[src/sv/lcps_pkg.sv]
package lcps_pkg;

  // Field widths
  localparam int LEN_W   = 14;
  localparam int KERF_W  = 10;
  localparam int STOCK_W = 3;

  // Default list sizes
  localparam int DEF_MAX_PARTS = 16;
  localparam int DEF_MAX_STOCK = 8;

  // Remnant value meaning "no candidate yet"
  localparam logic [LEN_W-1:0] NO_REMNANT = 14'd10000;

  // Action codes
  localparam logic [1:0] ACT_ADD_PART  = 2'd0;
  localparam logic [1:0] ACT_ADD_STOCK = 2'd1;
  localparam logic [1:0] ACT_PLAN      = 2'd2;
  localparam logic [1:0] ACT_CLEAR     = 2'd3;

  // Result kinds
  localparam logic [1:0] KIND_PLACED   = 2'd0;
  localparam logic [1:0] KIND_UNPLACED = 2'd1;
  localparam logic [1:0] KIND_END      = 2'd2;

  // Controller to datapath commands
  typedef struct packed {
    logic add_part;
    logic add_stock;
    logic clear_job;
    logic plan_init;
    logic round_init;
    logic walk_init;
    logic walk_step;
    logic stock_end;
    logic next_stock;
    logic round_commit;
    logic rep_init;
    logic rep_placed_step;
    logic rep_free_init;
    logic rep_free_step;
    logic rep_end;
  } cmd_t;

  // Datapath to controller status
  typedef struct packed {
    logic round_over;
    logic stock_over;
    logic stock_taken_cur;
    logic walk_done;
    logic free_over;
  } status_t;

endpackage

[src/sv/lcps_ctrl.sv]
module lcps_ctrl (
  input  logic             clk,
  input  logic             rst,
  input  logic             start,
  input  logic [1:0]       action,
  input  lcps_pkg::status_t status,
  output lcps_pkg::cmd_t   cmd,
  output logic             busy
);

  localparam logic [2:0] S_IDLE       = 3'd0;
  localparam logic [2:0] S_ROUND      = 3'd1;
  localparam logic [2:0] S_STOCK      = 3'd2;
  localparam logic [2:0] S_WALK       = 3'd3;
  localparam logic [2:0] S_REP_PLACED = 3'd4;
  localparam logic [2:0] S_REP_FREE   = 3'd5;
  localparam logic [2:0] S_REP_END    = 3'd6;

  logic [2:0] state, state_next;

  assign busy = (state != S_IDLE);

  // State register
  always_ff @(posedge clk) begin
    if (rst) begin
      state <= S_IDLE;
    end else begin
      state <= state_next;
    end
  end

  // Load and clear decode, sequencing of rounds, stock searches and report
  always_comb begin
    cmd        = '0;
    state_next = state;
    case (state)
      S_IDLE: begin
        if (start) begin
          case (action)
            lcps_pkg::ACT_ADD_PART:  cmd.add_part  = 1'b1;
            lcps_pkg::ACT_ADD_STOCK: cmd.add_stock = 1'b1;
            lcps_pkg::ACT_CLEAR:     cmd.clear_job = 1'b1;
            lcps_pkg::ACT_PLAN: begin
              cmd.plan_init = 1'b1;
              state_next    = S_ROUND;
            end
            default: ;
          endcase
        end
      end
      S_ROUND: begin
        if (status.round_over) begin
          cmd.rep_init = 1'b1;
          state_next   = S_REP_PLACED;
        end else begin
          cmd.round_init = 1'b1;
          state_next     = S_STOCK;
        end
      end
      S_STOCK: begin
        if (status.stock_over) begin
          cmd.round_commit = 1'b1;
          state_next       = S_ROUND;
        end else if (status.stock_taken_cur) begin
          cmd.next_stock = 1'b1;
        end else begin
          cmd.walk_init = 1'b1;
          state_next    = S_WALK;
        end
      end
      S_WALK: begin
        if (status.walk_done) begin
          cmd.stock_end  = 1'b1;
          cmd.next_stock = 1'b1;
          state_next     = S_STOCK;
        end else begin
          cmd.walk_step = 1'b1;
        end
      end
      S_REP_PLACED: begin
        if (status.stock_over) begin
          cmd.rep_free_init = 1'b1;
          state_next        = S_REP_FREE;
        end else begin
          cmd.rep_placed_step = 1'b1;
        end
      end
      S_REP_FREE: begin
        if (status.free_over) begin
          state_next = S_REP_END;
        end else begin
          cmd.rep_free_step = 1'b1;
        end
      end
      S_REP_END: begin
        cmd.rep_end = 1'b1;
        state_next  = S_IDLE;
      end
      default: state_next = S_IDLE;
    endcase
  end

endmodule

[src/sv/lcps_datapath.sv]
module lcps_datapath #(
  parameter int MAX_PARTS = lcps_pkg::DEF_MAX_PARTS,
  parameter int MAX_STOCK = lcps_pkg::DEF_MAX_STOCK
) (
  input  logic                        clk,
  input  logic                        rst,
  input  lcps_pkg::cmd_t              cmd,
  output lcps_pkg::status_t           status,
  input  logic [lcps_pkg::LEN_W-1:0]  length_value,
  input  logic                        cfg_valid,
  input  logic [lcps_pkg::KERF_W-1:0] cfg_data,
  output logic                        result_valid,
  output logic [1:0]                  kind,
  output logic [lcps_pkg::STOCK_W-1:0] stock_number,
  output logic [lcps_pkg::LEN_W-1:0]  part_length,
  output logic [lcps_pkg::LEN_W-1:0]  end_offset,
  output logic                        last
);

  localparam int LW  = lcps_pkg::LEN_W;
  localparam int PW  = (MAX_PARTS > 1) ? $clog2(MAX_PARTS) : 1;
  localparam int PW1 = $clog2(MAX_PARTS + 1);
  localparam int SW  = (MAX_STOCK > 1) ? $clog2(MAX_STOCK) : 1;
  localparam int SW1 = $clog2(MAX_STOCK + 1);
  localparam int NW  = LW + 3;

  // Job storage
  logic [lcps_pkg::KERF_W-1:0] kerf;
  logic [LW-1:0]        part_len [MAX_PARTS];
  logic [LW-1:0]        stock_len [MAX_STOCK];
  logic [PW1-1:0]       part_total;
  logic [SW1-1:0]       stock_total;
  logic [MAX_PARTS-1:0] placed;
  logic [MAX_STOCK-1:0] taken;
  logic [MAX_PARTS-1:0] assign_mask [MAX_STOCK];

  // Subset walk
  logic [LW-1:0]        sum_stack [MAX_PARTS];
  logic [SW1-1:0]       s;
  logic [PW1-1:0]       i;
  logic [PW1-1:0]       count;
  logic [LW-1:0]        sum;
  logic [MAX_PARTS-1:0] mask;
  logic [LW-1:0]        crem;
  logic [PW1-1:0]       ccount;
  logic [MAX_PARTS-1:0] cmask;

  // Round selection
  logic [LW-1:0]        best_rem;
  logic [SW-1:0]        best_s;
  logic [MAX_PARTS-1:0] best_mask;
  logic                 found;
  logic [SW1-1:0]       round;

  // Report
  logic [LW-1:0]        off;
  logic                 first;

  // Walk arithmetic
  logic [LW-1:0]        cur_len;
  logic [LW-1:0]        cap;
  logic [NW-1:0]        need;
  logic                 fits;
  logic [LW-1:0]        rem;
  logic [PW1-1:0]       count_inc;
  logic                 better;
  logic [PW-1:0]        top;
  logic [MAX_PARTS-1:0] valid_parts;
  logic [LW-1:0]        off_new;

  assign cur_len   = part_len[i[PW-1:0]];
  assign cap       = stock_len[s[SW-1:0]];
  assign need      = (count == '0) ? NW'(cur_len)
                   : NW'(sum) + NW'(kerf) + NW'(cur_len);
  assign fits      = !placed[i[PW-1:0]] && (need <= NW'(cap));
  assign rem       = cap - need[LW-1:0];
  assign count_inc = count + PW1'(1);
  assign better    = (rem < crem) || ((rem == crem) && (count_inc < ccount));
  assign off_new   = (first ? '0 : off + LW'(kerf)) + cur_len;

  // Highest set bit of the walk mask: most recently added part
  always_comb begin
    top = '0;
    for (int k = 0; k < MAX_PARTS; k++) begin
      if (mask[k]) top = PW'(k);
    end
  end

  always_comb begin
    for (int k = 0; k < MAX_PARTS; k++) begin
      valid_parts[k] = (PW1'(k) < part_total);
    end
  end

  // Status to the controller
  always_comb begin
    status.round_over      = (round == stock_total) ||
                             ((placed | ~valid_parts) == '1);
    status.stock_over      = (s == stock_total);
    status.stock_taken_cur = taken[s[SW-1:0]];
    status.walk_done       = (i >= part_total) && (count == '0);
    status.free_over       = (i == part_total);
  end

  // Configuration
  always_ff @(posedge clk) begin
    if (rst) begin
      kerf <= '0;
    end else if (cfg_valid) begin
      kerf <= cfg_data;
    end
  end

  // List storage, no reset
  always_ff @(posedge clk) begin
    if (cmd.add_part && part_total < PW1'(MAX_PARTS)) begin
      part_len[part_total[PW-1:0]] <= length_value;
    end
    if (cmd.add_stock && stock_total < SW1'(MAX_STOCK)) begin
      stock_len[stock_total[SW-1:0]] <= length_value;
    end
    if (cmd.walk_step && i < part_total && fits) begin
      sum_stack[count[PW-1:0]] <= sum;
    end
  end

  // Plan control state
  always_ff @(posedge clk) begin
    if (rst) begin
      part_total  <= '0;
      stock_total <= '0;
      placed      <= '0;
      taken       <= '0;
      round       <= '0;
      for (int k = 0; k < MAX_STOCK; k++) assign_mask[k] <= '0;
    end else begin
      if (cmd.add_part && part_total < PW1'(MAX_PARTS)) begin
        part_total <= part_total + PW1'(1);
      end
      if (cmd.add_stock && stock_total < SW1'(MAX_STOCK)) begin
        stock_total <= stock_total + SW1'(1);
      end
      if (cmd.clear_job) begin
        part_total  <= '0;
        stock_total <= '0;
      end
      if (cmd.clear_job || cmd.plan_init) begin
        placed <= '0;
        taken  <= '0;
        round  <= '0;
        for (int k = 0; k < MAX_STOCK; k++) assign_mask[k] <= '0;
      end
      if (cmd.round_commit) begin
        round <= round + SW1'(1);
        if (found) begin
          taken[best_s]       <= 1'b1;
          assign_mask[best_s] <= best_mask;
          placed              <= placed | best_mask;
        end
      end
    end
  end

  // Walk, selection and report registers
  always_ff @(posedge clk) begin
    if (cmd.round_init) begin
      s        <= '0;
      best_rem <= lcps_pkg::NO_REMNANT;
      found    <= 1'b0;
    end
    if (cmd.walk_init) begin
      i      <= '0;
      count  <= '0;
      sum    <= '0;
      mask   <= '0;
      crem   <= lcps_pkg::NO_REMNANT;
      ccount <= '0;
      cmask  <= '0;
    end
    if (cmd.walk_step) begin
      if (i < part_total) begin
        i <= i + PW1'(1);
        if (fits) begin
          sum                  <= need[LW-1:0];
          mask[i[PW-1:0]]      <= 1'b1;
          count                <= count_inc;
          if (better) begin
            crem   <= rem;
            ccount <= count_inc;
            cmask  <= mask | (MAX_PARTS'(1) << i[PW-1:0]);
          end
        end
      end else begin
        // backtrack: drop the last part added
        mask[top] <= 1'b0;
        count     <= count - PW1'(1);
        sum       <= sum_stack[PW'(count - PW1'(1))];
        i         <= PW1'(top) + PW1'(1);
      end
    end
    if (cmd.stock_end && ccount != '0 && crem < best_rem) begin
      best_rem  <= crem;
      best_s    <= s[SW-1:0];
      best_mask <= cmask;
      found     <= 1'b1;
    end
    if (cmd.next_stock && !cmd.rep_placed_step) begin
      s <= s + SW1'(1);
    end
    if (cmd.rep_init) begin
      s     <= '0;
      i     <= '0;
      off   <= '0;
      first <= 1'b1;
    end
    if (cmd.rep_placed_step) begin
      if (!taken[s[SW-1:0]] || i == part_total) begin
        s     <= s + SW1'(1);
        i     <= '0;
        off   <= '0;
        first <= 1'b1;
      end else begin
        i <= i + PW1'(1);
        if (assign_mask[s[SW-1:0]][i[PW-1:0]]) begin
          off   <= off_new;
          first <= 1'b0;
        end
      end
    end
    if (cmd.rep_free_init) begin
      i <= '0;
    end
    if (cmd.rep_free_step) begin
      i <= i + PW1'(1);
    end
  end

  // Result register
  always_ff @(posedge clk) begin
    if (rst) begin
      result_valid <= 1'b0;
    end else begin
      result_valid <= (cmd.rep_placed_step && taken[s[SW-1:0]] && i != part_total &&
                       assign_mask[s[SW-1:0]][i[PW-1:0]]) ||
                      (cmd.rep_free_step && !placed[i[PW-1:0]]) ||
                      cmd.rep_end;
    end
  end

  always_ff @(posedge clk) begin
    if (cmd.rep_placed_step) begin
      kind         <= lcps_pkg::KIND_PLACED;
      stock_number <= lcps_pkg::STOCK_W'(s);
      part_length  <= cur_len;
      end_offset   <= off_new;
      last         <= 1'b0;
    end else if (cmd.rep_free_step) begin
      kind         <= lcps_pkg::KIND_UNPLACED;
      stock_number <= '0;
      part_length  <= cur_len;
      end_offset   <= '0;
      last         <= 1'b0;
    end else if (cmd.rep_end) begin
      kind         <= lcps_pkg::KIND_END;
      stock_number <= '0;
      part_length  <= '0;
      end_offset   <= '0;
      last         <= 1'b1;
    end
  end

endmodule

[src/sv/linear_cut_plan_search.sv]
// Cutting-stock planner. Part and stock lengths load one per start, each
// with no result, and so does clear. A plan start keeps busy high while it
// runs rounds: in each round every untaken stock is searched by a
// depth-first subset walk that tries or backtracks one part per cycle, so
// the plan time grows with the number of subsets that fit. The report then
// scans stocks and parts one position per cycle. Results appear on
// result_valid for exactly one cycle each and cannot be stalled; the
// end-of-report item shows in the first cycle that busy is low. Kerf is to
// be written over cfg only while idle, which the block does not enforce;
// cfg_ready is always high.
module linear_cut_plan_search #(
  parameter int MAX_PARTS = lcps_pkg::DEF_MAX_PARTS,
  parameter int MAX_STOCK = lcps_pkg::DEF_MAX_STOCK
) (
  input  logic                         clk,
  input  logic                         rst,
  input  logic                         start,
  output logic                         busy,
  input  logic [1:0]                   action,
  input  logic [lcps_pkg::LEN_W-1:0]   length_value,
  input  logic                         cfg_valid,
  output logic                         cfg_ready,
  input  logic [lcps_pkg::KERF_W-1:0]  cfg_data,
  output logic                         result_valid,
  output logic [1:0]                   kind,
  output logic [lcps_pkg::STOCK_W-1:0] stock_number,
  output logic [lcps_pkg::LEN_W-1:0]   part_length,
  output logic [lcps_pkg::LEN_W-1:0]   end_offset,
  output logic                         last
);

  lcps_pkg::cmd_t    cmd;
  lcps_pkg::status_t status;

  assign cfg_ready = 1'b1;

  lcps_ctrl u_ctrl (
    .clk    (clk),
    .rst    (rst),
    .start  (start),
    .action (action),
    .status (status),
    .cmd    (cmd),
    .busy   (busy)
  );

  lcps_datapath #(
    .MAX_PARTS (MAX_PARTS),
    .MAX_STOCK (MAX_STOCK)
  ) u_dp (
    .clk          (clk),
    .rst          (rst),
    .cmd          (cmd),
    .status       (status),
    .length_value (length_value),
    .cfg_valid    (cfg_valid & cfg_ready),
    .cfg_data     (cfg_data),
    .result_valid (result_valid),
    .kind         (kind),
    .stock_number (stock_number),
    .part_length  (part_length),
    .end_offset   (end_offset),
    .last         (last)
  );

endmodule

[config.mk]
export PLATFORM = sky130hd
export DESIGN_NAME = linear_cut_plan_search
export DESIGN_NICKNAME = d
export VERILOG_FILES = /design/src/sv/lcps_pkg.sv /design/src/sv/lcps_ctrl.sv /design/src/sv/lcps_datapath.sv /design/src/sv/linear_cut_plan_search.sv
export SDC_FILE = /design/constraint.sdc
export NUM_CORES = 1
export LEC_CHECK = 0
export ABC_AREA = 1
export BUFFER_PORTS_ARGS = -buffer_cell sky130_fd_sc_hd__buf_2
export CORE_MARGIN = 5
export CORE_UTILIZATION = 45
export DETAILED_ROUTE_END_ITERATION = 10
export GPL_TIMING_DRIVEN = 0
export PLACE_DENSITY_LB_ADDON = 0.12
export SETUP_SLACK_MARGIN = 0.05
export SYNTH_ARGS = -nofsm -noshare
export SYNTH_HDL_FRONTEND = slang
export SYNTH_SLANG_ARGS = --single-unit
[constraint.sdc]
create_clock -name clk -period 5.9 [get_ports clk]
set_input_delay 0.295 -clock clk [delete_from_list [all_inputs] [get_ports clk]]
set_output_delay 0.295 -clock clk [all_outputs]
set_load 0.005 [all_outputs]
* Word-level counts from Yosys, hierarchy flattened
Memory sizes are Yosys's and may differ from the RTL's. A register that Yosys moved wholly into a read port is not among the register bits. Index checks and enable logic that the tools add are counted.
Storage, ports and cells: bits in registers 212, RAM bits 688, bits of input ports 30, output and inout bits 37, word-level logic and storage cells 313, memories kept 4
Cells by class: add/subtract/negate cells 13, $lt $le $gt $ge 31, equality and inequality tests 21, shifts and indexed selects 1, mux-type cells 160, bitwise gates (word level) 16, reduce and logical (&&, ||, !) cells 40
Memory list:
- u_dp.part_len | words 16, width 14, rd ports 1, clocked after Yosys merged registers in 1, wr ports 1, line lcps_datapath.sv:29 | logic [LW-1:0] part_len [MAX_PARTS];
- u_dp.sum_stack | words 16, width 14, rd ports 1, clocked after Yosys merged registers in 0, wr ports 1, line lcps_datapath.sv:38 | logic [LW-1:0] sum_stack [MAX_PARTS];
- u_dp.assign_mask | words 8, width 16, rd ports 1, clocked after Yosys merged registers in 1, wr ports 8, line lcps_datapath.sv:35 | logic [MAX_PARTS-1:0] assign_mask [MAX_STOCK];
- u_dp.stock_len | words 8, width 14, rd ports 1, clocked after Yosys merged registers in 1, wr ports 1, line lcps_datapath.sv:30 | logic [LW-1:0] stock_len [MAX_STOCK];
Operators by type and width (count):
- $mux W16 | 21
- $mux W14 | 21
- $mux W5 | 17
- $mux W4 | 18
- $or A16 B16 Y16 | 4
- $mux W1 | 49
- $mux W3 | 16
- $lt A4 B5 Y1 const A | 8
- $mux W8 | 4
- $not A16 Y16 | 2
- $lt A14 B14 Y1 | 2
- $lt A3 B5 Y1 const A | 4
- $pmux W3 S6 | 1
- $add A17 B14 Y17 | 1
- $le A17 B14 Y1 | 1
- $logic_and A1 B1 Y1 | 17
- $mux W17 | 1
- $and A16 B16 Y16 | 1
- $eq A16 B16 Y1 const B | 1
- $reduce_or A16 Y1 | 1
- $shl A1 B4 Y16 const A | 1
- $add A14 B10 Y15 | 1
- $add A5 B1 Y5 const B | 3
- $add A14 B10 Y14 | 1
- other kinds (45) | 86

* Logic depth before layout (Yosys ltp)
word-level depth 23, gate-level depth with buffers 45, gate-level depth less buffers 44

* By module
Synthesis repeated with hierarchy kept, for this count alone.
Second synthesis, totals: cell total of the unflattened synthesis 3936, area, all modules 41284.6 µm²
Modules (own cells, without submodules):
- lcps_datapath | times used 1, cells an instance 3875, area an instance 40931.8 µm², seq. area each 25614.6 µm²
- lcps_ctrl | times used 1, cells an instance 59, area an instance 341.6 µm², seq. area each 60.1 µm²
- linear_cut_plan_search | times used 1, cells an instance 2, area an instance 11.3 µm², seq. area each 0.0 µm²

* Worst setup path after synthesis
OpenSTA, ideal clock, no wires.
path type reg-to-reg, start point reg (tool-made name), end point reg u_dp.crem[9], setup time 0.115 ns, arrival time 6.218 ns, required time 5.785 ns, setup slack -0.433 ns, cell stages (with the launch flop) 42, path buffers 4, period minus slack after synthesis 6.333 ns, path through dfxtp_1 > inv_1 > buf_2 > buf_2 > clkbuf_1 > nor2_1 > o221ai_1 > o211ai_1 > nand2_1 > ha_1 > inv_1 > fa_1 > o21ai_0 > xnor2_1 > nand2_1 > o21ai_0 > inv_1 > ha_1 > [... 6 more ...] > a21oi_1 > nand2_1 > inv_1 > nand2_1 > nand2_1 > nand2_1 > inv_1 > ha_1 > nand2_1 > nor4_1 > nand4_1 > o21ai_2 > nand3_1 > nor2_2 > buf_2 > nand2_1 > o21ai_0 > inv_1
RTL lines:
- end signal: assignment | line lcps_datapath.sv:176 | crem <= lcps_pkg::NO_REMNANT;
- end signal: assignment | line lcps_datapath.sv:188 | crem <= rem;
- end: declaration | line lcps_datapath.sv:44 | logic [LW-1:0] crem;

==> metrics.md <==
| Metric | Value |
|---|---|
| Outcome | `finished, violations left` |
| Syn nets | `4211` |
| Leakage power total | `0.01903 uW` |
| First-pass GRT wire length | `195200 um` |
| H-tree depth | `3` |
| Crit-path max cell delay | `380 ps` |
| Post-Route Utilization | `54.34%` |
| Final antenna-violating net count | `0` |
| Hold_sp | `length_value[1]` |
| Critical path fanouts, max | `10` |
| Largest cells by area after synthesis | `edfxtp_1, dfxtp_1, nor2_1` |
| Worst setup margin | `-41.65 ps` |
| Synth top area share | `54.68%` |
| DP Area | `44030 um2` |
| Max Clock Skew | `33.24 ps` |
| CTS clk-pin slew, worst paths | `60 ps` |
| Period minus WS final | `5942 ps` |
| Worst R2R Setup Slack | `-40 ps` |
| Fin crit share | `100.7%` |
| GRT overflow | `0` |
| Largest net degree at the start of global routing | `29` |
| Final Hold Viols | `0` |
| R2r endpoint | `u_dp.ccount[1]` |
| Clk_lat worst skew | `690 ps` |
| Synth Cell Area | `41580 um2` |
| Cells after Synth | `4046` |
| Fmax | `168.3 MHz` |
| Total track usage | `25.87%` |
| Die Wd | `314.0 um` |
| Worst IR Drop VDD | `0.6793 mV` |
| Layout cell share with drive strength beyond 1 | `15.55%` |
| Gpl congestion | `0.8776` |
| WS Path Type | `register to register` |
| CP max stage cell | `dfxtp_4` |
| Top FF cell, synth | `edfxtp_1` |
| Top cells by count, synth | `edfxtp_1, nor2_1, nand2_1` |
| Routed vias/inst | `5.698` |
| Hold depth | `1` |
| Num CTS Buffers | `95` |
| DRT iter0 DRCs | `3439` |
| Die area | `98570 um2` |
| Hold Crit Class | `primary input to register` |
| Sequential share of the synthesized area | `61.75%` |
| Register bit count reported by yosys | `904` |
| Top-count cell post-synth | `edfxtp_1` |
| CTS root buf | `clkbuf_16` |
| Area delta synth->final | `19.80%` |
| Antenna violations before repair | `1` |
| Hold Path Sink | `u_dp.part_len[9][1]` |
| Clock Tree Buf Depth | `3` |
| RSZ-0062 raised after global routing | `true` |
| Floorplan core area | `91660 um2` |
| Slew Viols, Final | `0` |
| First-pass detailed-route iteration total | `6` |
| Cells on worst reg2reg path | `40` |
| Initial Util | `45.36%` |
| Max_cap viols | `0` |
| DRC errors left | `0` |
| IO Port Bufs | `64` |
| Number of global-route vias before repair | `30980` |
| Non-filler cells, final | `5622` |
| Max-slew headroom | `10.37%` |
| Clock sinks | `904` |
| Pwr dens | `647.4 nW/um2` |
| Worst-margin pin slew | `1339 ps` |
| Synth unique cells | `59` |
| Data arrival time of the critical path | `6540 ps` |
| CP Data Required Time | `6500 ps` |
| DRT Wirelength | `130300 um` |
| Total number of placement rows | `111` |
| Placed cells | `5332` |
| Die height | `314.0 um` |
| Area leader, netlist | `edfxtp_1` |
| Yosys warns | `0` |
| Detail Placement HPWL | `89240 um` |
| Failing checks | `setup timing` |
| Design Area, Final | `49810 um2` |
| Synth async-reset ratio | `0%` |
| Routed WL per cell | `23.17 um` |
| IO Pins | `67` |
| Synth Area per Inst | `10.28 um2` |
| Antenna cells | `0` |
| Setup crit start kind | `register` |
| Layout Nets | `4519` |
| Post-synth EDFFs | `757` |
| CP endpoint kind | `register` |
| Tot Pwr | `32250 uW` |
| DP Worst Slack | `-2229 ps` |
| Vias | `32030` |
| Setup violators final | `16` |
| CTS tree | `built` |
-- worst max-delay path by stage --
stage	cells after the start	slack, ps	endpoint
final	40	-40	u_dp.ccount[1]
after global routing	41	-290	u_dp.cmask[13]
after CTS	40	10	u_dp.ccount[4]
after detailed placement	38	-2230	u_dp.cmask[5]
after global placement	38	-2200	u_dp.cmask[5]
after floorplan	41	30	u_dp.crem[9]
-- repair_timing --
item | in CTS | in global routing
buffers inserted | 66 | 36
hold buffers | 10 | 0
resized for setup | 312 | 127
gates cloned | 4 | 2
pin swaps | 56 | 68
endpoints found under the setup margin | 292 | 260
endpoints found under the hold margin | 10 | 0
-- kinds of logic (layout without fill, tap and decap cells) --
| family | Yosys count | count (layout) | synth area share, % |
|---|---|---|---|
| simple gates | 1473 | 1473 | 14.51 |
| other cells | 1 | 1 | 0.009020 |
| buf+inv | 533 | 923 | 5.068 |
| compound gates | 943 | 943 | 13.31 |
| fa+ha+maj | 135 | 135 | 4.153 |
| flops | 904 | 904 | 61.75 |
| xor+xnor | 57 | 57 | 1.201 |
-- registers in the layout, summed over array words and instances (netlist names), 5 cells and up, named ones only --
name and cells:
u_dp.mask 16, u_dp.stock_len 112, u_dp.best_mask 16, u_dp.sum_stack 224, u_dp.crem 14, u_dp.placed 16, u_dp.part_len 224, u_dp.sum 14
u_dp.count 5, u_dp.part_total 5, u_dp.assign_mask 128, u_dp.taken 8, u_dp.part_length 14, u_dp.off 14, u_dp.kerf 10, u_dp.ccount 5
u_dp.end_offset 14, u_dp.best_rem 14, u_dp.cmask 16, u_dp.i 5
-- placed cells by master (no fill, tap or decap), types with 101 or more instances in the layout --
cell type and instances:
a21oi_1 122, clkbuf_1 113, clkbuf_16 104, dfxtp_1 131, edfxtp_1 757, ha_1 101, inv_1 296, nand2_1 494
nand3_1 170, nor2_1 642, o21ai_0 441
-- worst max-delay path, delay by kind of cell (launching register included) --
family / cells / cell delay [ps]
simple gates: 13 / 1430
fa+ha+maj: 4 / 1050
buf+inv: 11 / 1130
xor+xnor: 1 / 130
flops: 1 / 380
compound gates: 11 / 1730
-- area by class of cell --
type | count | area (um2)
Inverter | 335 | 1277
Fill cell | 8012 | 41850
Timing Repair Buffer | 216 | 1992
Clock buffer | 141 | 2746
Clock inverter | 38 | 417.9
Multi-Input combinational cell | 2609 | 14950
Buffer | 193 | 1214
Tap cell | 1186 | 1484
Sequential cell | 904 | 25720
-- power by group --
part | internal [uW] | switching [uW] | total [uW]
Clock | 3500 | 2580 | 6090
Sequential | 7510 | 382 | 7890
Combinational | 6900 | 11400 | 18300
Total | 17900 | 14300 | 32200
-- metal layers --
layer  GRT usage, %  vias up  share of wire [%]
met1          36.35    15600                 43
met5              0        -                  0
met2          42.02     1306                 47
li1               -    14900                  -
met4          8.414        0                3.5
met3          3.448      227                7.0
-- stage by stage --
step | TNS (ps) | hold slack (ps)
CTS | 0 | 52.07
global route | -11700 | 90.97
floorplan | 0 | 393.9
finish | -338.5 | 87.93
detailed placement | -306600 | 415.8
global placement | -448270 | 414.3
Note: power is estimated with default switching activity, not from simulation.
